===== src/rtl/core/safg_pkg.sv =====
// Package for the synthetic audio frame generator core.
// Holds stream geometry, LFSR and tone constants, and shared item types.
// No dependencies.
package safg_pkg;

   // Stream geometry
   localparam int FRAME_BYTES = 40;
   localparam int FRAME_COUNT = 500;

   // Field widths
   localparam int BYTE_W  = 8;
   localparam int FRAME_W = 9;
   localparam int POS_W   = 6;
   localparam int SUM_W   = 32;
   localparam int LFSR_W  = 32;
   localparam int GI_W    = 15;

   // Channel widths (tdata padded to whole bytes)
   localparam int REQ_DATA_W = 8;
   localparam int RSP_BITS   = BYTE_W + FRAME_W + POS_W + SUM_W;
   localparam int RSP_DATA_W = ((RSP_BITS + 7) / 8) * 8;

   // LFSR constants
   localparam logic [LFSR_W-1:0] LFSR_TAPS  = 32'hD000_0001;
   localparam logic [LFSR_W-1:0] SEED_RESET = 32'h1ACE_B00C;

   // Byte codes
   localparam logic [BYTE_W-1:0] MARKER_BYTE = 8'hF8;
   localparam logic [BYTE_W-1:0] TONE_HIGH   = 8'hC0;
   localparam logic [BYTE_W-1:0] TONE_LOW    = 8'h40;
   localparam int                NOISE_W     = 6;

   // Tone phase: index * PHASE_NUM / PHASE_DEN, tracked as quotient and remainder
   localparam int PHASE_NUM  = 440 * 256;
   localparam int PHASE_DEN  = 16000;
   localparam int PHASE_INT  = PHASE_NUM / PHASE_DEN;
   localparam int PHASE_FRAC = PHASE_NUM % PHASE_DEN;
   localparam int PHASE_Q_W  = 8;
   localparam int PHASE_R_W  = $clog2(PHASE_DEN);
   localparam int TONE_BIT   = 7;

   // One generated result item
   typedef struct packed {
      logic                 last_byte;
      logic [SUM_W-1:0]     running_checksum;
      logic [POS_W-1:0]     byte_in_frame;
      logic [FRAME_W-1:0]   frame_number;
      logic [BYTE_W-1:0]    data_byte;
   } result_type;

   // Control from the input stage to the generator
   typedef struct packed {
      logic step;
      logic restart;
   } step_type;

   // One Galois LFSR step: shift right, fold the taps in when a one drops out
   function automatic logic [LFSR_W-1:0] lfsr_advance(input logic [LFSR_W-1:0] v);
      logic [LFSR_W-1:0] s;
      s = v >> 1;
      if (v[0]) begin
         s = s ^ LFSR_TAPS;
      end
      return s;
   endfunction

endpackage


===== src/rtl/core/safg_engine.sv =====
// Stream state and next-byte logic of the frame generator.
// Depends on safg_pkg.
module safg_engine (
   input  logic                       clock,
   input  logic                       reset,
   input  logic                       csr_wr_en,
   input  logic [safg_pkg::LFSR_W-1:0] csr_wr_data,
   input  safg_pkg::step_type         ctrl,
   output logic                       has_result,
   output safg_pkg::result_type       result
);
   import safg_pkg::*;

   logic [LFSR_W-1:0]    seed_ff, seed_in;
   logic [LFSR_W-1:0]    lfsr_ff, lfsr_in;
   logic [FRAME_W-1:0]   frame_ff, frame_in;
   logic [POS_W-1:0]     pos_ff, pos_in;
   logic [GI_W-1:0]      gi_ff, gi_in;
   logic [PHASE_Q_W-1:0] phq_ff, phq_in;
   logic [PHASE_R_W-1:0] phr_ff, phr_in;
   logic [SUM_W-1:0]     sum_ff, sum_in;
   logic                 fin_ff, fin_in;

   // State as seen by the current item (a restart first clears it and loads the LFSR from the seed)
   logic [LFSR_W-1:0]    lfsr_eff;
   logic [FRAME_W-1:0]   frame_eff;
   logic [POS_W-1:0]     pos_eff;
   logic [GI_W-1:0]      gi_eff;
   logic [PHASE_Q_W-1:0] phq_eff;
   logic [PHASE_R_W-1:0] phr_eff;
   logic [SUM_W-1:0]     sum_eff;
   logic                 fin_eff;

   logic [LFSR_W-1:0]    lfsr_step;
   logic [BYTE_W-1:0]    tone;
   logic [BYTE_W-1:0]    byte_val;
   logic                 is_payload;
   logic                 is_last;
   logic [SUM_W-1:0]     sum_new;
   logic [PHASE_R_W:0]   phr_sum;

   // Seed register
   assign seed_in = csr_wr_en ? csr_wr_data : seed_ff;

   // Effective state after an optional restart
   always_comb begin
      if (ctrl.restart) begin
         lfsr_eff  = seed_ff;
         frame_eff = '0;
         pos_eff   = '0;
         gi_eff    = '0;
         phq_eff   = '0;
         phr_eff   = '0;
         sum_eff   = '0;
         fin_eff   = 1'b0;
      end else begin
         lfsr_eff  = lfsr_ff;
         frame_eff = frame_ff;
         pos_eff   = pos_ff;
         gi_eff    = gi_ff;
         phq_eff   = phq_ff;
         phr_eff   = phr_ff;
         sum_eff   = sum_ff;
         fin_eff   = fin_ff;
      end
   end

   // Byte selection: marker, frame index, or tone xor noise
   assign lfsr_step  = lfsr_advance(lfsr_eff);
   assign tone       = phq_eff[TONE_BIT] ? TONE_HIGH : TONE_LOW;
   assign is_payload = (pos_eff != POS_W'(0)) && (pos_eff != POS_W'(1));

   always_comb begin
      priority if (pos_eff == POS_W'(0)) begin
         byte_val = MARKER_BYTE;
      end else if (pos_eff == POS_W'(1)) begin
         byte_val = frame_eff[BYTE_W-1:0];
      end else begin
         byte_val = tone ^ {{(BYTE_W-NOISE_W){1'b0}}, lfsr_step[NOISE_W-1:0]};
      end
   end

   assign sum_new = sum_eff + {{(SUM_W-BYTE_W){1'b0}}, byte_val};
   assign is_last = (frame_eff == FRAME_W'(FRAME_COUNT - 1)) &&
                    (pos_eff == POS_W'(FRAME_BYTES - 1));

   assign has_result                = ctrl.step && !fin_eff;
   assign result.data_byte          = byte_val;
   assign result.frame_number       = frame_eff;
   assign result.byte_in_frame      = pos_eff;
   assign result.running_checksum   = sum_new;
   assign result.last_byte          = is_last;

   assign phr_sum = {1'b0, phr_eff} + (PHASE_R_W+1)'(PHASE_FRAC);

   // Next state: only an item that yields a byte moves the stream on
   always_comb begin
      lfsr_in  = lfsr_ff;
      frame_in = frame_ff;
      pos_in   = pos_ff;
      gi_in    = gi_ff;
      phq_in   = phq_ff;
      phr_in   = phr_ff;
      sum_in   = sum_ff;
      fin_in   = fin_ff;
      if (has_result) begin
         lfsr_in = is_payload ? lfsr_step : lfsr_eff;
         sum_in  = sum_new;
         fin_in  = is_last;
         frame_in = frame_eff;
         pos_in   = pos_eff;
         if (!is_last) begin
            if (pos_eff == POS_W'(FRAME_BYTES - 1)) begin
               pos_in   = '0;
               frame_in = frame_eff + FRAME_W'(1);
            end else begin
               pos_in = pos_eff + POS_W'(1);
            end
         end
         // Running index and its tone phase wrap together
         if (gi_eff == {GI_W{1'b1}}) begin
            gi_in  = '0;
            phq_in = '0;
            phr_in = '0;
         end else begin
            gi_in = gi_eff + GI_W'(1);
            if (phr_sum >= (PHASE_R_W+1)'(PHASE_DEN)) begin
               phr_in = PHASE_R_W'(phr_sum - (PHASE_R_W+1)'(PHASE_DEN));
               phq_in = phq_eff + PHASE_Q_W'(PHASE_INT + 1);
            end else begin
               phr_in = phr_sum[PHASE_R_W-1:0];
               phq_in = phq_eff + PHASE_Q_W'(PHASE_INT);
            end
         end
      end
   end

   // State registers
   always_ff @(posedge clock) begin
      if (reset) begin
         seed_ff  <= SEED_RESET;
         lfsr_ff  <= SEED_RESET;
         frame_ff <= '0;
         pos_ff   <= '0;
         gi_ff    <= '0;
         phq_ff   <= '0;
         phr_ff   <= '0;
         sum_ff   <= '0;
         fin_ff   <= 1'b0;
      end else begin
         seed_ff  <= seed_in;
         lfsr_ff  <= lfsr_in;
         frame_ff <= frame_in;
         pos_ff   <= pos_in;
         gi_ff    <= gi_in;
         phq_ff   <= phq_in;
         phr_ff   <= phr_in;
         sum_ff   <= sum_in;
         fin_ff   <= fin_in;
      end
   end

   // The position never runs past the end of a frame.
   a_pos_range: assert property (@(posedge clock) disable iff (reset)
      pos_ff < POS_W'(FRAME_BYTES))
      else $error("position counter out of range");

   // The phase remainder stays below the divisor.
   a_phase_rem: assert property (@(posedge clock) disable iff (reset)
      phr_ff < PHASE_R_W'(PHASE_DEN))
      else $error("phase remainder out of range");

   // A finished stream sits on its final byte position.
   a_fin_pos: assert property (@(posedge clock) disable iff (reset)
      fin_ff |-> (pos_ff == POS_W'(FRAME_BYTES - 1)) &&
                 (frame_ff == FRAME_W'(FRAME_COUNT - 1)))
      else $error("finished flag set away from the last byte");

   // Once finished, the stream holds still until a restart.
   a_fin_hold: assert property (@(posedge clock) disable iff (reset)
      fin_ff && !(ctrl.step && ctrl.restart) |=> $stable(lfsr_ff) && $stable(sum_ff))
      else $error("finished stream state moved without restart");

endmodule


===== src/rtl/core/safg_out_reg.sv =====
// Output holding register for generated items.
// Depends on safg_pkg.
module safg_out_reg (
   input  logic                 clock,
   input  logic                 reset,
   input  logic                 load_valid,
   input  safg_pkg::result_type load_data,
   input  logic                 rsp_tready,
   output logic                 slot_free,
   output logic                 rsp_tvalid,
   output safg_pkg::result_type rsp_data
);
   import safg_pkg::*;

   logic       valid_ff, valid_in;
   result_type data_ff, data_in;

   // The slot can take a new item when empty or being drained this cycle
   assign slot_free = !valid_ff || rsp_tready;
   assign valid_in  = slot_free ? load_valid : valid_ff;
   assign data_in   = (slot_free && load_valid) ? load_data : data_ff;

   always_ff @(posedge clock) begin
      if (reset) begin
         valid_ff <= 1'b0;
      end else begin
         valid_ff <= valid_in;
      end
   end

   // Payload needs no reset
   always_ff @(posedge clock) begin
      data_ff <= data_in;
   end

   assign rsp_tvalid = valid_ff;
   assign rsp_data   = data_ff;

endmodule


===== src/rtl/core/synthetic_audio_frame_generator_core.sv =====
// Top level of the synthetic audio frame generator: input register,
// generator engine and output register. Depends on safg_pkg, safg_engine, safg_out_reg.
//
//   Channel | Direction | Handshake          | Contents
//   req     | in        | tvalid/tready      | tdata[0] restart, [7:1] zero
//   rsp     | out       | tvalid/tready      | tdata byte, frame, position, checksum; tlast
//   csr     | in        | csr_wr_en          | csr_wr_data lfsr seed
//
// One item per clock when the result side keeps up; an accepted item is held in the input
// register, and its result is then held in the output register, which offers it on rsp.
// The LFSR step, byte select and checksum add all fit between those two registers.
// Synchronous active-high reset clears control state and loads the reset seed.
// A stall on rsp holds the output register; the input register then fills and
// req_tready drops. Items after the final byte are consumed with no result.
module synthetic_audio_frame_generator_core (
   input  logic                              clock,
   input  logic                              reset,
   // Input item channel
   input  logic                              req_tvalid,
   output logic                              req_tready,
   input  logic [safg_pkg::REQ_DATA_W-1:0]   req_tdata,   // [0] restart, rest zero
   // Result item channel
   output logic                              rsp_tvalid,
   input  logic                              rsp_tready,
   // [7:0] data_byte, [16:8] frame_number, [22:17] byte_in_frame,
   // [54:23] running_checksum, [55] zero
   output logic [safg_pkg::RSP_DATA_W-1:0]   rsp_tdata,
   output logic                              rsp_tlast,
   // Seed register write
   input  logic                              csr_wr_en,
   input  logic [safg_pkg::LFSR_W-1:0]       csr_wr_data
);
   import safg_pkg::*;

   logic       in_valid_ff, in_valid_in;
   logic       in_restart_ff, in_restart_in;
   logic       accept;
   logic       slot_free;
   step_type   ctrl;
   logic       has_result;
   result_type gen_result;
   result_type out_result;

   // Input register: advances when the output slot can take the result
   assign req_tready    = !in_valid_ff || slot_free;
   assign accept        = req_tvalid && req_tready;
   assign in_valid_in   = accept ? 1'b1 : (slot_free ? 1'b0 : in_valid_ff);
   assign in_restart_in = accept ? req_tdata[0] : in_restart_ff;

   always_ff @(posedge clock) begin
      if (reset) begin
         in_valid_ff <= 1'b0;
      end else begin
         in_valid_ff <= in_valid_in;
      end
   end

   always_ff @(posedge clock) begin
      in_restart_ff <= in_restart_in;
   end

   assign ctrl.step    = in_valid_ff && slot_free;
   assign ctrl.restart = in_restart_ff;

   // Generator engine
   safg_engine u_engine (
      .clock       (clock),
      .reset       (reset),
      .csr_wr_en   (csr_wr_en),
      .csr_wr_data (csr_wr_data),
      .ctrl        (ctrl),
      .has_result  (has_result),
      .result      (gen_result)
   );

   // Output register
   safg_out_reg u_out (
      .clock      (clock),
      .reset      (reset),
      .load_valid (has_result),
      .load_data  (gen_result),
      .rsp_tready (rsp_tready),
      .slot_free  (slot_free),
      .rsp_tvalid (rsp_tvalid),
      .rsp_data   (out_result)
   );

   // Pack the result fields, first field lowest
   assign rsp_tdata = {{(RSP_DATA_W-RSP_BITS){1'b0}},
                       out_result.running_checksum,
                       out_result.byte_in_frame,
                       out_result.frame_number,
                       out_result.data_byte};
   assign rsp_tlast = out_result.last_byte;

endmodule

===== config.mk =====
export PLATFORM = sky130hd
export DESIGN_NAME = synthetic_audio_frame_generator_core
export DESIGN_NICKNAME = d
export VERILOG_FILES = /design/src/rtl/core/safg_pkg.sv /design/src/rtl/core/safg_engine.sv /design/src/rtl/core/safg_out_reg.sv /design/src/rtl/core/synthetic_audio_frame_generator_core.sv
export SDC_FILE = /design/constraint.sdc
export NUM_CORES = 1
export LEC_CHECK = 0
export BUFFER_PORTS_ARGS = -buffer_cell sky130_fd_sc_hd__buf_2
export CAP_MARGIN = 20
export CORE_MARGIN = 5
export CORE_UTILIZATION = 40
export CTS_CLUSTER_DIAMETER = 150
export DETAILED_ROUTE_END_ITERATION = 8
export GPL_ROUTABILITY_DRIVEN = 0
export SYNTH_ARGS = -nofsm -noshare
export SYNTH_HDL_FRONTEND = slang
export SYNTH_SLANG_ARGS = --single-unit
export TNS_END_PERCENT = 100

===== constraint.sdc =====
create_clock -name clock -period 6.1 [get_ports clock]
set_input_delay 1.22 -clock clock [delete_from_list [all_inputs] [get_ports clock]]
set_output_delay 1.22 -clock clock [all_outputs]
set_load 0.005 [all_outputs]

# Yosys cells after proc, flatten, opt, wreduce, memory -nomap -nowiden
# Index checks and enable logic that the tools add are counted.
# word_totals
word_cells	71
output_inout_bits	59
ff_bits	208
# classes
n_reduce_logical	14
muxes	24
n_addsub	8
order_cmp	1
n_bitwise	2
eq_ne	5
# ops
operator	n
$mux W32	4
$mux W8	6
$mux W14	3
$add A32 B8 Y32	1
$mux W15	2
$mux W9	3
$mux W6	3
$add A14 B10 Y15 const B	1
$add A15 B1 Y15 const B	1
$eq A15 B15 Y1 const B	1
$ge A15 B14 Y1 const B	1
$sub A14 B14 Y14 const B	1
$add A9 B1 Y9 const B	1
$eq A9 B9 Y1 const B	1
$add A8 B3 Y8 const B	1
$add A8 B4 Y8 const B	1
$xor A8 B6 Y8	1
$add A6 B1 Y6 const B	1
$eq A6 B1 Y1 const B	1
$eq A6 B6 Y1 const B	1
$logic_and A1 B1 Y1	6
$logic_not A6 Y1	1
$ne A6 B1 Y1 const B	1
$reduce_bool A6 Y1	1
other kinds (5)	10

# Logic depth before layout (Yosys ltp)
# Gate-level depths: netlist of run 1.
# depth
word_depth	7
mapped_depth	22
depth_no_buf	13

# Hierarchy
# A second synthesis of run 1 with hierarchy kept.
# hier_totals
cells_unflattened	1109
area_unflattened_um2	10207.3
# by_module_without_submodules
mod	area_each_um2	n_inst	seq_area_each_um2	cells_per_inst
safg_engine	8366.8	1	2982.9	1039
safg_out_reg	1736.7	1	1701.6	61
synthetic_audio_frame_generator_core	103.8	1	50.0	9

# Worst setup path before layout of run 1
# No wires, ideal clock.
# synth_timing
path_type	register -> register
startpoint	reg in_restart_ff
endpoint	reg u_out.data_ff (netlist bit u_out.rsp_data[48]) (data pin)
arrival_time_ps	4626
n_path_buf	9
setup_slack_ps	1212
path_stages_with_launch	23
cell_sequence	edfxtp_1 buf_4 clkinv_1 clkbuf_1 buf_1 buf_1 nand2_1 ha_1 o22ai_2 clkbuf_1 buf_2 nand2_1 a21boi_0 ha_1 nor4_2 a21oi_4 and2_1 buf_4 nand3_1 buf_2 buf_2 nor2_1 xor2_1
# synth_lines
element	line	rtl
start, declared	synthetic_audio_frame_generator_core.sv:36	logic in_restart_ff, in_restart_in;
start signal, assigned	synthetic_audio_frame_generator_core.sv:59	in_restart_ff <= in_restart_in;
end signal, assigned	safg_out_reg.sv:33	data_ff <= data_in;
end, declared	safg_out_reg.sv:16	result_type data_ff, data_in;

==> results.md, run 1 <==
Yosys:
- The mean instance size in the synthesized netlist is slightly above 9 µm².
- The area share of xor/xnor cells in the synthesized design is 0.0311.
- Of the total synthesized cell area, the portion taken by full adders, half adders and majority gates is 0.0187.
- The number of synthesized register bits is 208.
- The synthesized net count is ~1.2k.
- The area fraction in compound gates after synthesis came to 0.165.
- The share of the Yosys chip area taken by registers is 0.454.
- Counting flops with a built-in enable in the synthesized netlist gives between 50 and 60.
- Of the total synthesized cell area, the portion taken by AND, OR, NAND and NOR gates is 0.230.
- The number of distinct library cells after synthesis is 86.
- sky130_fd_sc_hd__dfxtp_1 takes more of the synthesized area than any other cell.
- In the post-synthesis netlist, the biggest area contributors are sky130_fd_sc_hd__dfxtp_1 29%, sky130_fd_sc_hd__edfxtp_1 16%, sky130_fd_sc_hd__nand2_1 5.0%.
- The number of instances in the synthesized netlist is 1134.
- The mux cell area share after synthesis is 0.0602.
- For this run, asynchronously set or reset flops after synthesis account for 0.
- The share of synthesized area in the top cell type comes to 0.290.
- The main combinational cell family by area after synthesis is simple AND/OR/NAND/NOR gates.
- In the synthesized netlist the dominant register cell turns out to be sky130_fd_sc_hd__dfxtp_1.
- The mapped netlist covers 10400 µm².
- During synthesis, Yosys emitted a total of 0 warnings.

Drt:
- For this block, the via count after detailed routing is between 8k and 9k.
- The count of nets left with antenna violations once routing finished came out at 0.
- For this run, the detailed router's first-pass iteration total came to 5.
- The post-route DRC violation count is 0.
- The DRC marker count from the first detailed-route iteration is ~650.
- The via density per instance is 5.41.
- The overall routed net length is 24000 µm.
- Dividing the detail-routed wire length by the instance count gives 15.6 µm.

Setup path:
- STA classifies the critical path endpoint as a flip-flop.
- The largest driver fanout on the critical path is 13.
- In this run the critical register-to-register path is launched from in_restart_ff$_DFFE_PP_.
- For the worst setup path, the data required time is roughly 6.5 ns.
- The number of buffers and inverters on the critical path is 1.
- The number of cells on the worst reg-to-reg path is 13.
- On the worst path, the slowest cell contributes a delay of 0.78 ns.
- Data arrives at the worst endpoint at about 5.5 ns.
- The worst setup path is launched from a flip-flop.
- Grouping stages by cell kind, the critical path spends the most delay in simple AND/OR/NAND/NOR gates.
- Across all register-to-register paths, the minimum setup slack is 1.03 ns.
- The critical path goes through clkinv_1 -> nand2_1 -> ha_1 -> nor4_2 -> a22o_1 -> ha_1 -> fa_1 -> a21o_1 -> a21oi_1 -> o21ai_1 -> nand3_1 -> or4_1 -> a31oi_1.
- Counting stages on the worst path, the most repeated cell is sky130_fd_sc_hd__ha_1.
- The category of the critical setup timing path is flip-flop to flip-flop.
- The worst flop-to-flop path endpoint is u_engine.sum_ff[28]$_SDFFE_PP0P_.
- The cell with the largest stage delay on the worst path is sky130_fd_sc_hd__o21ai_1.

Layout:
- The fraction of layout cells with a size suffix above 1 is 0.148.
- The growth of design area from synthesis to finish is 13.4%.
- The final net count is roughly 1.2k.
- The antenna cell count is 0.
- The summed area of non-filler cells in the final layout is 11800 µm².
- The number of standard cells in the final layout excluding fillers is 1537.

Clock network:
- No sink is reached through more buffers than the 3 on the longest clock path.
- Post-CTS timing repair inserted 0 buffers for setup.
- The CTS tree is yes.
- The clock latency of the later-clocked register in the worst-skew pair is 0.51 ns.
- Buffers inserted to repair hold after CTS numbered 0.
- Gates resized during post-CTS repair numbered 0.
- The total number of clock tree sinks is roughly 210.
- The root cell of the clock tree is sky130_fd_sc_hd__clkbuf_16.
- TritonCTS created 24 clock buffers.
- The count of H-tree levels built during CTS is 1.
- The clock-pin slew of the registers on the worst-case setup and hold paths is 0.06 ns.

Timing:
- Setup repair after global routing left no endpoint under its margin.
- The smallest clock period supported by the final layout is computed as 5.07 ns.
- The headroom to the max-slew limit is 0.328.
- The count of final setup violators is 0.
- The top achievable clock speed is 0.197 GHz.
- On the final layout, the worst clock skew is between 0.01 and 0.015 ns.
- On the final layout, the worst hold slack is 0.447 ns.
- In the post-route analysis, the smallest setup slack over all paths is 1.03 ns.
- The worst-margin pin slew is 1.01 ns.
- For the final routed database, the setup TNS stands at 0 ns.
- The max-slew violation count is 0.
- Of the available clock period, the critical path in the final layout requires 0.831.
- The hold violation total from the final report was 0.

Die:
- In this run the core area contains about 60 standard-cell rows.
- around 100 I/O pins were placed.
- The floorplan core area is 25800 µm².
- Measured along the y axis, the die boundary spans between 150 and 200 µm.
- The floorplan step defined a die boundary enclosing 29400 µm².
- The initial cell density of the core is 0.404.
- In this run the horizontal extent of the chip is 172 µm.

GRT:
- The via count of the first global-routing pass is slightly below 8k.
- The total track usage is 0.160.
- The first global-routing pass estimated just under 40000 µm of wire.
- The maximum number of pins on one net before global-route repair is 138.
- The number of antenna violations at the first check in global routing is 0.
- The global-route congestion overflow total is 0.

Run:
- The number of violations of the max-capacitance limit is 0.

Power and ir drop:
- Across the VDD grid, the largest voltage drop is 0.176 mV.
- The static leakage is 4.41 nW.
- For this design the ratio of total power to cell area is 271 nW/µm².

Hold path:
- The min-delay analysis places its worst path in the category flip-flop to flip-flop.
- In this run the most critical hold path is launched from u_engine.lfsr_ff[0]$_SDFFE_PP0P_.
- The number of instances on the worst hold path is 2.
- For hold timing, the worst endpoint is u_engine.lfsr_ff[0]$_SDFFE_PP0P_.

Run status:
- The flow ran to the end, and the final reports show no timing, DRC or antenna violations.

Placed design:
- The cell area reported after detailed placement is 11100 µm².
- The placement-stage worst setup slack is 1.01 ns.
- The post-detailed-placement half-perimeter wirelength is ~15000 µm.
- Buffers placed on the I/O ports in this run total between 90 and 100.
- The count of placed standard cells including taps is between 1k and 1.5k.
-- routing by layer --
metal,share of wire,vias to the layer above,global-route usage
met2,0.46,139,0.265
met5,0,-,0
met4,0.014,0,0.0341
met3,0.047,25,0.0223
li1,-,4200,-
met1,0.48,3945,0.223
-- layout make-up --
| cell class | instances | area, µm² |
|---|---|---|
| Multi-Input combinational cell | 828 | 5280 |
| Inverter | 18 | 70.1 |
| Fill cell | 2509 | 14000 |
| Timing Repair Buffer | 104 | 558 |
| Clock buffer | 37 | 714 |
| Sequential cell | 208 | 4730 |
| Clock inverter | 7 | 55.1 |
| Tap cell | 335 | 419 |
-- placed cells by master (no fill, tap or decap), types with 24 or more instances in the layout --
cell                        Yosys  routed
sky130_fd_sc_hd__nor2b_1       59      59
sky130_fd_sc_hd__nor2_1        92      92
sky130_fd_sc_hd__nand3_1       28      27
sky130_fd_sc_hd__dfxtp_1      151     151
sky130_fd_sc_hd__o21ai_0       52      52
sky130_fd_sc_hd__a21oi_1       77      77
sky130_fd_sc_hd__a211o_1       24      24
sky130_fd_sc_hd__clkbuf_16      0      25
sky130_fd_sc_hd__nand2_1      140     140
sky130_fd_sc_hd__buf_2         23      94
sky130_fd_sc_hd__edfxtp_1      57      57
sky130_fd_sc_hd__mux2i_1       38      38
-- tightest hold or removal path, delay by kind of cell (launching register included) --
kind             cells  cell delay [ns]
flip-flops           1             0.30
AND/OR/NAND/NOR      1             0.05
AO/OA/AOI/OAI        1             0.05
-- per-stage QoR --
stage / util / power, W
2_1_floorplan: - / 0.00175
3_3_place_gp: 0.428 / 0.00184
4_1_cts: 0.458 / 0.00325
6_report: 0.458 / 0.00321
5_1_grt: 0.458 / 0.00335
3_5_place_dp: 0.428 / 0.00185
-- worst max-delay path by stage --
| stage | startpoint | to | slack (ns) | cells after the start |
|---|---|---|---|---|
| 5_1_grt | in_restart_ff$_DFFE_PP_ | u_engine.sum_ff[28]$_SDFFE_PP0P_ | 0.68 | 13 |
| 2_1_floorplan | in_restart_ff$_DFFE_PP_ | u_out.rsp_data[48]$_DFFE_PP_ | 1.21 | 22 |
| 4_1_cts | in_restart_ff$_DFFE_PP_ | u_engine.sum_ff[28]$_SDFFE_PP0P_ | 1.01 | 13 |
| 3_5_place_dp | in_restart_ff$_DFFE_PP_ | u_engine.sum_ff[28]$_SDFFE_PP0P_ | 1.01 | 13 |
| 6_report | in_restart_ff$_DFFE_PP_ | u_engine.sum_ff[28]$_SDFFE_PP0P_ | 1.03 | 13 |
| 3_3_place_gp | in_restart_ff$_DFFE_PP_ | u_engine.sum_ff[28]$_SDFFE_PP0P_ | 1.12 | 13 |
-- where the power goes --
part           leakage, nW  internal [W]  switching, W
Sequential            1.75       0.00147     0.0000278
Combinational         2.28      0.000119      0.000195
Clock                0.378      0.000843      0.000551
-- cells by family (layout without fill, tap and decap cells) --
logic type,Yosys count,in the layout
xor gates and xnor gates,37,37
DFF,208,208
muxes,56,56
and+or+nand+nor,457,457
other,1,1
AOI/OAI and AO/OA,262,262
adders and majority gates,15,15
buffers and inverters,98,166
-- registers in the layout (all words and copies together), names as in the netlist, 6 cells and up --
register / flops
u_engine.phr_ff: 14
u_engine.frame_ff: 9
u_engine.seed_ff: 32
u_engine.pos_ff: 6
u_engine.gi_ff: 15
u_engine.phq_ff: 8
u_engine.lfsr_ff: 32
u_out.rsp_data: 56
u_engine.sum_ff: 32
-- synth_stat cells, types with 11 or more instances --
cell	n
sky130_fd_sc_hd__a211o_1	24
sky130_fd_sc_hd__clkbuf_1	39
sky130_fd_sc_hd__a21oi_1	77
sky130_fd_sc_hd__dfxtp_1	151
sky130_fd_sc_hd__nand4_1	13
sky130_fd_sc_hd__inv_1	17
sky130_fd_sc_hd__xnor2_1	17
sky130_fd_sc_hd__nor3_1	11
sky130_fd_sc_hd__xor2_1	20
sky130_fd_sc_hd__or4_1	12
sky130_fd_sc_hd__buf_1	11
sky130_fd_sc_hd__a211oi_1	11
sky130_fd_sc_hd__and3_1	12
sky130_fd_sc_hd__nor2_1	92
sky130_fd_sc_hd__nand3b_1	11
sky130_fd_sc_hd__nand3_1	28
sky130_fd_sc_hd__nor2b_1	59
sky130_fd_sc_hd__and2_1	12
sky130_fd_sc_hd__a31oi_1	21
sky130_fd_sc_hd__mux2_2	13
sky130_fd_sc_hd__o21ai_0	52
sky130_fd_sc_hd__edfxtp_1	57
sky130_fd_sc_hd__ha_1	14
sky130_fd_sc_hd__or3_1	21
sky130_fd_sc_hd__mux2i_1	38
sky130_fd_sc_hd__nand2_1	140
sky130_fd_sc_hd__buf_2	23
Note: power is estimated with default switching activity, not from simulation.
==> run 2: changes to the inputs <==
ABC_AREA = 1   (was unset)
clock period = 4.5 ns   (was 6.1 ns; I/O delays follow)
==> results.md, run 2 <==
Setup path:
- Among the stages of the critical path, the cell type that occurs most often is sky130_fd_sc_hd__inv_1.
- The critical path required time came to 4.91 ns (-1.62 ns).
- The setup path with the least slack is of type flip-flop to flip-flop.
- The largest individual stage delay along the critical path comes from the cell sky130_fd_sc_hd__edfxtp_1.
- The worst setup path is captured at a flip-flop.
- STA classifies the critical path startpoint as a flip-flop.
- The data arrival time of the worst path came to 4.59 ns (-0.90 ns).
- The largest stage delay on the critical path is 0.72 ns (-0.06 ns).
- Walking the worst path, the cells encountered are nor2_1 -> nor3_1 -> inv_1 -> a21oi_2 -> buf_4 -> nor2_1 -> a21oi_1 -> ha_1 -> a21oi_1 -> nand2_1 -> a21oi_2 -> inv_1 -> nand3b_1 -> nand2_1 -> o21ai_1 -> inv_1.
- The largest driver fanout on the critical path is 31 (+18).

Clock network:
- The total number of clock tree sinks is 208 (unchanged).
- The cell sitting at the root of the clock tree is a sky130_fd_sc_hd__clkbuf_16.
- The clock-pin slew of the registers on the worst-case setup and hold paths is 0.06 ns (about the same).
- The count of H-tree levels built during CTS came to 1 (unchanged).
- The total CTS buffers is 24 (unchanged).
- The maximum number of buffers from clock root to sink is 3 (unchanged).
- TritonCTS built the clock tree.
- The cts-stage hold buffer count was 0 (unchanged).
- The post-cts sizing count was 0 (unchanged).
- The buffers inserted during post-CTS setup optimization came to 0 (unchanged).
- The clock latency of the later-clocked register in the worst-skew pair is 0.51 ns (about the same).

Drt:
- The DRC marker count from the first detailed-route iteration is 503 (-22%).
- The overall routed net length is 25600 µm (+6.5%).
- The post-route DRC violation count was 0 (unchanged).
- The count of TritonRoute iterations in the first routing pass came to 5 (unchanged).
- The residual antenna-violating net count after detailed routing came to 0 (unchanged).
- The via density per instance is 4.98 (-7.8%).
- The average wire per cell in the routed design is 13.9 µm (-11%).
- The count of vias placed by the detailed router is 9210 (+11%).

Layout:
- The final net count is 1555 (+25%).
- The filler cell count in the final layout is 2634 (+5.0%).
- Compared with the post-synthesis result, the final layout area differs by 13.9%.
- The number of flip-flops under the largest register name is 56 (unchanged).
- In the layout the commonest cells are 360 x sky130_fd_sc_hd__nand2_1, 151 x sky130_fd_sc_hd__dfxtp_1, 146 x sky130_fd_sc_hd__nor2_1, 144 x sky130_fd_sc_hd__inv_1, 101 x sky130_fd_sc_hd__o21ai_0.
- The antenna cell count is 0 (unchanged).
- The most common cell after layout, fill and taps aside is sky130_fd_sc_hd__nand2_1.
- The summed area of non-filler cells in the final layout is 12100 µm² (+2.1%).
- The fraction of layout cells with a size suffix above 1 was 0.139 (-0.00863).

Timing:
- The largest clock skew in the final design is 0.0100 ns (-0.00202 ns).
- The post-route fraction of the period consumed by the critical path came to 0.929 (+0.0978).
- Setup repair after global routing left no endpoint under its margin.
- The worst-margin pin slew came to 0.972 ns (-0.0355 ns).
- The count of final setup violators was 0 (unchanged).
- The top achievable clock speed is 0.239 GHz (+21%).
- The headroom to the max-slew limit came to 0.351 (+0.0229).
- The hold violation total from the final report is 0 (unchanged).
- The max-slew violation count is 0 (unchanged).
- The final critical-path required period is 4.18 ns (-0.889 ns).
- The total negative slack is 0 ns (unchanged).

Die:
- The die boundary height is 173 µm (+0.78%).
- The number of primary I/O pins is 104 (unchanged).
- The initial cell density of the core is 0.407 (+0.00324).
- The floorplan core area is 26100 µm² (+0.86%).
- The die outline area was 29900 µm² (+1.6%).
- The width of the chip is 173 µm (+0.78%).
- The cell row count was 59 (unchanged).

Yosys:
- The cell taking the most area after synthesis is sky130_fd_sc_hd__dfxtp_1.
- The number of distinct library cells after synthesis is 51 (-41%).
- The number of synthesized register bits is 208 (unchanged).
- The proportion of synthesized flip-flops having asynchronous set or reset is 0 (unchanged).
- The number of instances in the synthesized netlist was 1429 (+26%).
- The most instantiated flip-flop cell in the synthesis netlist is sky130_fd_sc_hd__dfxtp_1.
- The synthesized net count was 1489 (+25%).
- The share of the synthesized area in the top cell type is 0.285 (-0.00475).
- In the synthesized netlist, the cells that appear most often are 360 x sky130_fd_sc_hd__nand2_1, 151 x sky130_fd_sc_hd__dfxtp_1, 146 x sky130_fd_sc_hd__nor2_1, 144 x sky130_fd_sc_hd__inv_1, 101 x sky130_fd_sc_hd__o21ai_0.
- The number of enable flip-flop cells after synthesis is 57 (unchanged).
- Sorting the synthesized cells by area gives the leading types as sky130_fd_sc_hd__dfxtp_1 28%, sky130_fd_sc_hd__edfxtp_1 16%, sky130_fd_sc_hd__nand2_1 13%.
- The post-synthesis instance area is 10600 µm² (+1.7%).
- The most common cell in the netlist is sky130_fd_sc_hd__nand2_1.
- The fraction of the yosys area taken by sequential cells is 0.446 (-0.00744).
- The yosys synthesis warning count is 0 (unchanged).
- The mean instance size in the synthesized netlist is 7.42 µm² (-19%).

Power and ir drop:
- The register share of total power is 0.461 (-0.007).
- The net switching component of the power is 0.00118 W (+53%).
- The share of power burned in combinational logic is 0.123 (+0.025).
- The maximum resistive drop on vdd is 0.381 mV (+120%).
- The static leakage is 5.12 nW (+16%).
- The clock share of power is 0.416 (-0.018).
- The internal power is 0.00337 W (+38%).
- The total power divided by cell area was 377 nW/µm² (+39%).
- The switching power share of the total is 0.260 (+0.0187).

GRT:
- The global-route congestion overflow total is 0 (unchanged).
- The number of antenna violations at the first check in global routing was 0 (unchanged).
- The via count of the first global-routing pass came to 8543 (+9.2%).
- The maximum number of pins on one net before global-route repair is 79 (-43%).
- The total track usage is 0.162 (+0.00265).
- The first-pass GRT wire length is 42100 µm (+6.5%).

Run:
- The number of violations of the max-capacitance limit is 0 (unchanged).

Placed design:
- The cell area reported after detailed placement is 11300 µm² (+2.2%).
- The post-detailed-placement half-perimeter wirelength is 17100 µm (+12%).
- The count of buffers from port buffering came to 95 (unchanged).

Run status:
- The flow ran to the end, and the final reports show no timing, DRC or antenna violations.

Hold path:
- The path class of the lowest-slack min-delay path is flip-flop to flip-flop.
==> run 2: cell types whose count changed in the layout (fill, tap and decap cells not counted), moves of 15 or more <==
cell / change
sky130_fd_sc_hd__nand2_1: +220
sky130_fd_sc_hd__nor2b_1: -59
sky130_fd_sc_hd__nand3_1: +63
sky130_fd_sc_hd__nor2_1: +54
sky130_fd_sc_hd__a211o_1: -24
sky130_fd_sc_hd__or3_1: -20
sky130_fd_sc_hd__a21oi_1: +15
sky130_fd_sc_hd__inv_1: +128
sky130_fd_sc_hd__o21ai_0: +49
sky130_fd_sc_hd__mux2i_1: -37
==> run 2: per-stage QoR <==
step	power [W]	hold slack, ns	setup WS (ns)	utilization	instances
2_1_floorplan	0.00253	0.424	0.678	-	1429
3_3_place_gp	0.00269	0.432	0.469	0.434	1804
3_5_place_dp	0.00270	0.436	0.447	0.434	1804
4_1_cts	0.00460	0.444	0.408	0.464	1848
5_1_grt	0.00476	0.456	0.112	0.464	1848
6_report	0.00455	0.442	0.321	0.464	1848
==> run 2: worst paths after layout <==
| check | end | cells past startpoint | from | slack, ns |
|---|---|---|---|---|
| max | u_engine.sum_ff[25]$_SDFFE_PP0P_ | 16 | in_restart_ff$_DFFE_PP_ | 0.32 |
| min | u_engine.phr_ff[0]$_SDFFE_PP0P_ | 2 | u_engine.phr_ff[0]$_SDFFE_PP0P_ | 0.44 |
| min reg2reg | u_engine.phr_ff[0]$_SDFFE_PP0P_ | 2 | u_engine.phr_ff[0]$_SDFFE_PP0P_ | 0.44 |
| max reg2reg | u_engine.sum_ff[25]$_SDFFE_PP0P_ | 16 | in_restart_ff$_DFFE_PP_ | 0.32 |
==> run 2: layer usage <==
metal | share of wire | vias up | GRT usage
li1 | - | 4787 | -
met5 | 0 | - | 0
met2 | 0.46 | 155 | 0.272
met1 | 0.48 | 4233 | 0.223
met4 | 0.019 | 0 | 0.0377
met3 | 0.042 | 35 | 0.0245
==> run 2: area by class of cell <==
cell class	count	area [µm²]	area share
multi-input combinational	997	4960	0.410
clock inverter	8	68.8	0.00570
tap	335	419	0.0347
sequential	208	4730	0.392
timing repair buffer	111	608	0.0503
inverter	153	584	0.0484
clock buffer	36	707	0.0585
==> run 2: kinds of logic after synthesis <==
family,share of synthesized area
simple gates,0.291
xor+xnor,0.0248
buf+inv,0.0876
mux,0.000944
flops,0.446
compound gates,0.130
other cells,0.000353
fa+ha+maj,0.0184
==> run 2: power groups by stage <==
stage	combinational, W	sequential [W]	clock, W
6_report	0.000560	0.00210	0.00189
5_1_grt	0.000637	0.00211	0.00201
4_1_cts	0.000564	0.00210	0.00194
3_5_place_dp	0.000562	0.00214	0
3_3_place_gp	0.000554	0.00213	0
2_1_floorplan	0.000400	0.00213	0
==> run 2: worst max-delay path, delay by kind of cell, from the launching register on <==
kind / cells / cell delay [ns]
compound gates: 5 / 1.22
simple gates: 6 / 1.04
flops: 1 / 0.72
buf+inv: 4 / 0.72
fa+ha+maj: 1 / 0.37
==> run 3: changes to the inputs <==
CORE_MARGIN = unset   (was 5)
==> results.md, run 3 (same netlist as run 2, synthesis figures left out) <==
Run:
- The number of violations of the max-capacitance limit is 0 (unchanged).

Die:
- The floorplan core area came to 26100 µm² (unchanged).
- The number of primary I/O pins was 104 (unchanged).
- The cell row count came to 59 (unchanged).
- The die boundary height is 165 µm (-4.6%).
- The initial cell density of the core is 0.407 (unchanged).
- The width of the chip is 165 µm (-4.6%).
- The die outline area was 27200 µm² (-9.0%).

Timing:
- The count of final setup violators was 0 (unchanged).
- The post-route fraction of the period consumed by the critical path is 0.881 (-0.0474).
- The total negative slack is 0 ns (unchanged).
- Setup repair after global routing left no endpoint under its margin.
- The worst-margin pin slew is 0.966 ns (-0.00675 ns).
- The headroom to the max-slew limit is 0.356 (+0.00521).
- The final critical-path required period is 3.97 ns (-0.213 ns).
- The largest clock skew in the final design is 0.00626 ns (-0.00376 ns).
- The hold violation total from the final report came to 0 (unchanged).
- The max-slew violation count is 0 (unchanged).
- The top achievable clock speed is 0.252 GHz (+5.4%).
- The post-layout worst setup margin is 0.535 ns (+0.213 ns).

Clock network:
- TritonCTS built the clock tree.
- The root cell of the clock tree is sky130_fd_sc_hd__clkbuf_16.
- The total number of clock tree sinks came to 208 (unchanged).
- The maximum number of buffers from clock root to sink is 3 (unchanged).
- The total CTS buffers was 24 (unchanged).
- The count of H-tree levels built during CTS is 1 (unchanged).
- The cts-stage hold buffer count is 0 (unchanged).
- The clock latency of the later-clocked register in the worst-skew pair is 0.51 ns (about the same).
- The clock-pin slew of the registers on the worst-case setup and hold paths was 0.06 ns (about the same).

GRT:
- The via count of the first global-routing pass came to 8753 (+2.5%).
- The global-route congestion overflow total is 0 (unchanged).
- The total track usage is 0.192 (+0.0295).
- The maximum number of pins on one net before global-route repair is 79 (unchanged).
- The number of antenna violations at the first check in global routing is 0 (unchanged).
- The first-pass GRT wire length was 42500 µm (+0.93%).

Drt:
- The count of vias placed by the detailed router came to 9333 (+1.3%).
- The average wire per cell in the routed design is 13.7 µm (-1.3%).
- The overall routed net length is 25300 µm (-1.3%).
- The count of TritonRoute iterations in the first routing pass is 6 (+1).
- The residual antenna-violating net count after detailed routing is 0 (unchanged).
- The DRC marker count from the first detailed-route iteration is 622 (+24%).
- The post-route DRC violation count came to 0 (unchanged).
- The via density per instance is 5.05 (+1.4%).

Setup path:
- The worst setup path is of the flip-flop to flip-flop kind.
- The largest stage delay on the critical path is 0.41 ns (-0.31 ns).
- The buffering stage count on the worst path with inverters included was 5 (+1).
- The data arrival time of the worst path is 4.22 ns (-0.37 ns).
- The cell that appears most often on the critical path is sky130_fd_sc_hd__nand2_1.
- Broken down by cell family, the worst path's largest delay share belongs to simple AND/OR/NAND/NOR gates.
- The type of origin of the critical path is a flip-flop.
- The critical path required time came to 4.76 ns (-0.15 ns).
- The category of the worst setup path capture point is a flip-flop.
- Traced cell by cell, the critical path runs through buf_12 -> inv_8 -> nand2_1 -> o21ai_0 -> nor3_1 -> inv_1 -> a21oi_2 -> clkinv_2 -> nand3_1 -> nand2_1 -> ha_1 -> fa_1 -> nand2_1 -> nand2_1 -> o21ai_0 -> nor2_1 -> nor2_1 -> nor2_2 -> nand2_1 -> nor2_1 -> xor2_1 -> inv_1.
- The largest driver fanout on the critical path is 34 (+9.7%).
- The cell with the largest stage delay on the worst path is sky130_fd_sc_hd__fa_1.

Power and ir drop:
- The static leakage is 5.14 nW (+0.41%).
- The total power divided by cell area is 378 nW/µm² (+0.43%).
- The maximum resistive drop on vdd is 0.245 mV (-36%).

Layout:
- The antenna cell count is 0 (unchanged).
- The most common cell after layout, fill and taps aside is sky130_fd_sc_hd__nand2_1.
- In the layout the commonest cells are 360 x sky130_fd_sc_hd__nand2_1, 151 x sky130_fd_sc_hd__dfxtp_1, 146 x sky130_fd_sc_hd__nor2_1, 144 x sky130_fd_sc_hd__inv_1, 101 x sky130_fd_sc_hd__o21ai_0.
- The number of flip-flops under the largest register name is 56 (unchanged).
- The fraction of layout cells with a size suffix above 1 is 0.141 (+0.00141).
- The final net count was 1554 (-0.064%).
- From synthesis to final layout, the design area changed by 14.1%.
- The final core area utilization is 0.465 (+0.00101).
- The filler cell count in the final layout is 2609 (-0.95%).

Hold path:
- The path class of the tightest hold or removal check is flip-flop to flip-flop.

Run status:
- The run finished with clean final reports.

Placed design:
- The count of buffers from port buffering is 95 (unchanged).
- The placement-stage worst setup slack is 0.358 ns (-0.0887 ns).
- The post-detailed-placement half-perimeter wirelength is 16800 µm (-1.6%).
==> run 3: what timing repair did <==
item,in CTS,in global routing
gates resized for setup,0,1
setup endpoints to repair,0,1
setup buffers,0,1
==> run 3: worst register-to-register path, stage by stage, from the launching register on <==
cell and delay (ns):
sky130_fd_sc_hd__edfxtp_1 0.38, sky130_fd_sc_hd__buf_12 0.16, sky130_fd_sc_hd__inv_8 0.05, sky130_fd_sc_hd__nand2_1 0.08, sky130_fd_sc_hd__o21ai_0 0.08, sky130_fd_sc_hd__nor3_1 0.14
sky130_fd_sc_hd__inv_1 0.09, sky130_fd_sc_hd__a21oi_2 0.16, sky130_fd_sc_hd__clkinv_2 0.39, sky130_fd_sc_hd__nand3_1 0.29, sky130_fd_sc_hd__nand2_1 0.11, sky130_fd_sc_hd__ha_1 0.24
sky130_fd_sc_hd__fa_1 0.41, sky130_fd_sc_hd__nand2_1 0.10, sky130_fd_sc_hd__nand2_1 0.05, sky130_fd_sc_hd__o21ai_0 0.20, sky130_fd_sc_hd__nor2_1 0.07, sky130_fd_sc_hd__nor2_1 0.15
sky130_fd_sc_hd__nor2_2 0.08, sky130_fd_sc_hd__nand2_1 0.14, sky130_fd_sc_hd__nor2_1 0.07, sky130_fd_sc_hd__xor2_1 0.21, sky130_fd_sc_hd__inv_1 0.06
==> run 3: report_power, final <==
group	internal, W	switching [W]
sequential	0.00204	0.0000486
clock	0.00117	0.000754
combinational	0.000181	0.000381
==> run 3: worst paths after layout <==
path                                          end  slack, ns  cells after the start                            start
hold / removal    u_engine.phr_ff[1]$_SDFFE_PP0P_       0.44                      2  u_engine.phr_ff[1]$_SDFFE_PP0P_
hold reg to reg   u_engine.phr_ff[1]$_SDFFE_PP0P_       0.44                      2  u_engine.phr_ff[1]$_SDFFE_PP0P_
setup reg to reg     u_out.rsp_data[41]$_DFFE_PP_       0.53                     22          in_restart_ff$_DFFE_PP_
setup / recovery     u_out.rsp_data[41]$_DFFE_PP_       0.53                     22          in_restart_ff$_DFFE_PP_
==> run 3: routing by layer <==
layer	vias up	wire (µm)	global-route usage
met5	-	0	0
met4	0	573	0.0559
met3	33	1090	0.0239
met2	203	11700	0.324
met1	4304	11900	0.255
li1	4793	-	-
==> run 3: final cells by class <==
cell class / count / area [µm²] / area share
timing repair buffer: 110 / 613 / 0.0506
inverter: 153 / 586 / 0.0484
clock inverter: 9 / 72.6 / 0.00599
sequential: 208 / 4730 / 0.391
multi-input combinational: 997 / 4960 / 0.410
clock buffer: 35 / 723 / 0.0597
tap: 335 / 419 / 0.0346
==> run 3: through the flow <==
| step | power, W | hold WS (ns) | area [µm²] | cells |
|---|---|---|---|---|
| 2_1_floorplan | 0.00253 | 0.424 | 10600 | 1429 |
| 3_3_place_gp | 0.00268 | 0.431 | 11300 | 1802 |
| 3_5_place_dp | 0.00269 | 0.434 | 11300 | 1802 |
| 4_1_cts | 0.00463 | 0.443 | 12100 | 1846 |
| 5_1_grt | 0.00479 | 0.462 | 12100 | 1847 |
| 6_report | 0.00458 | 0.443 | 12100 | 1847 |
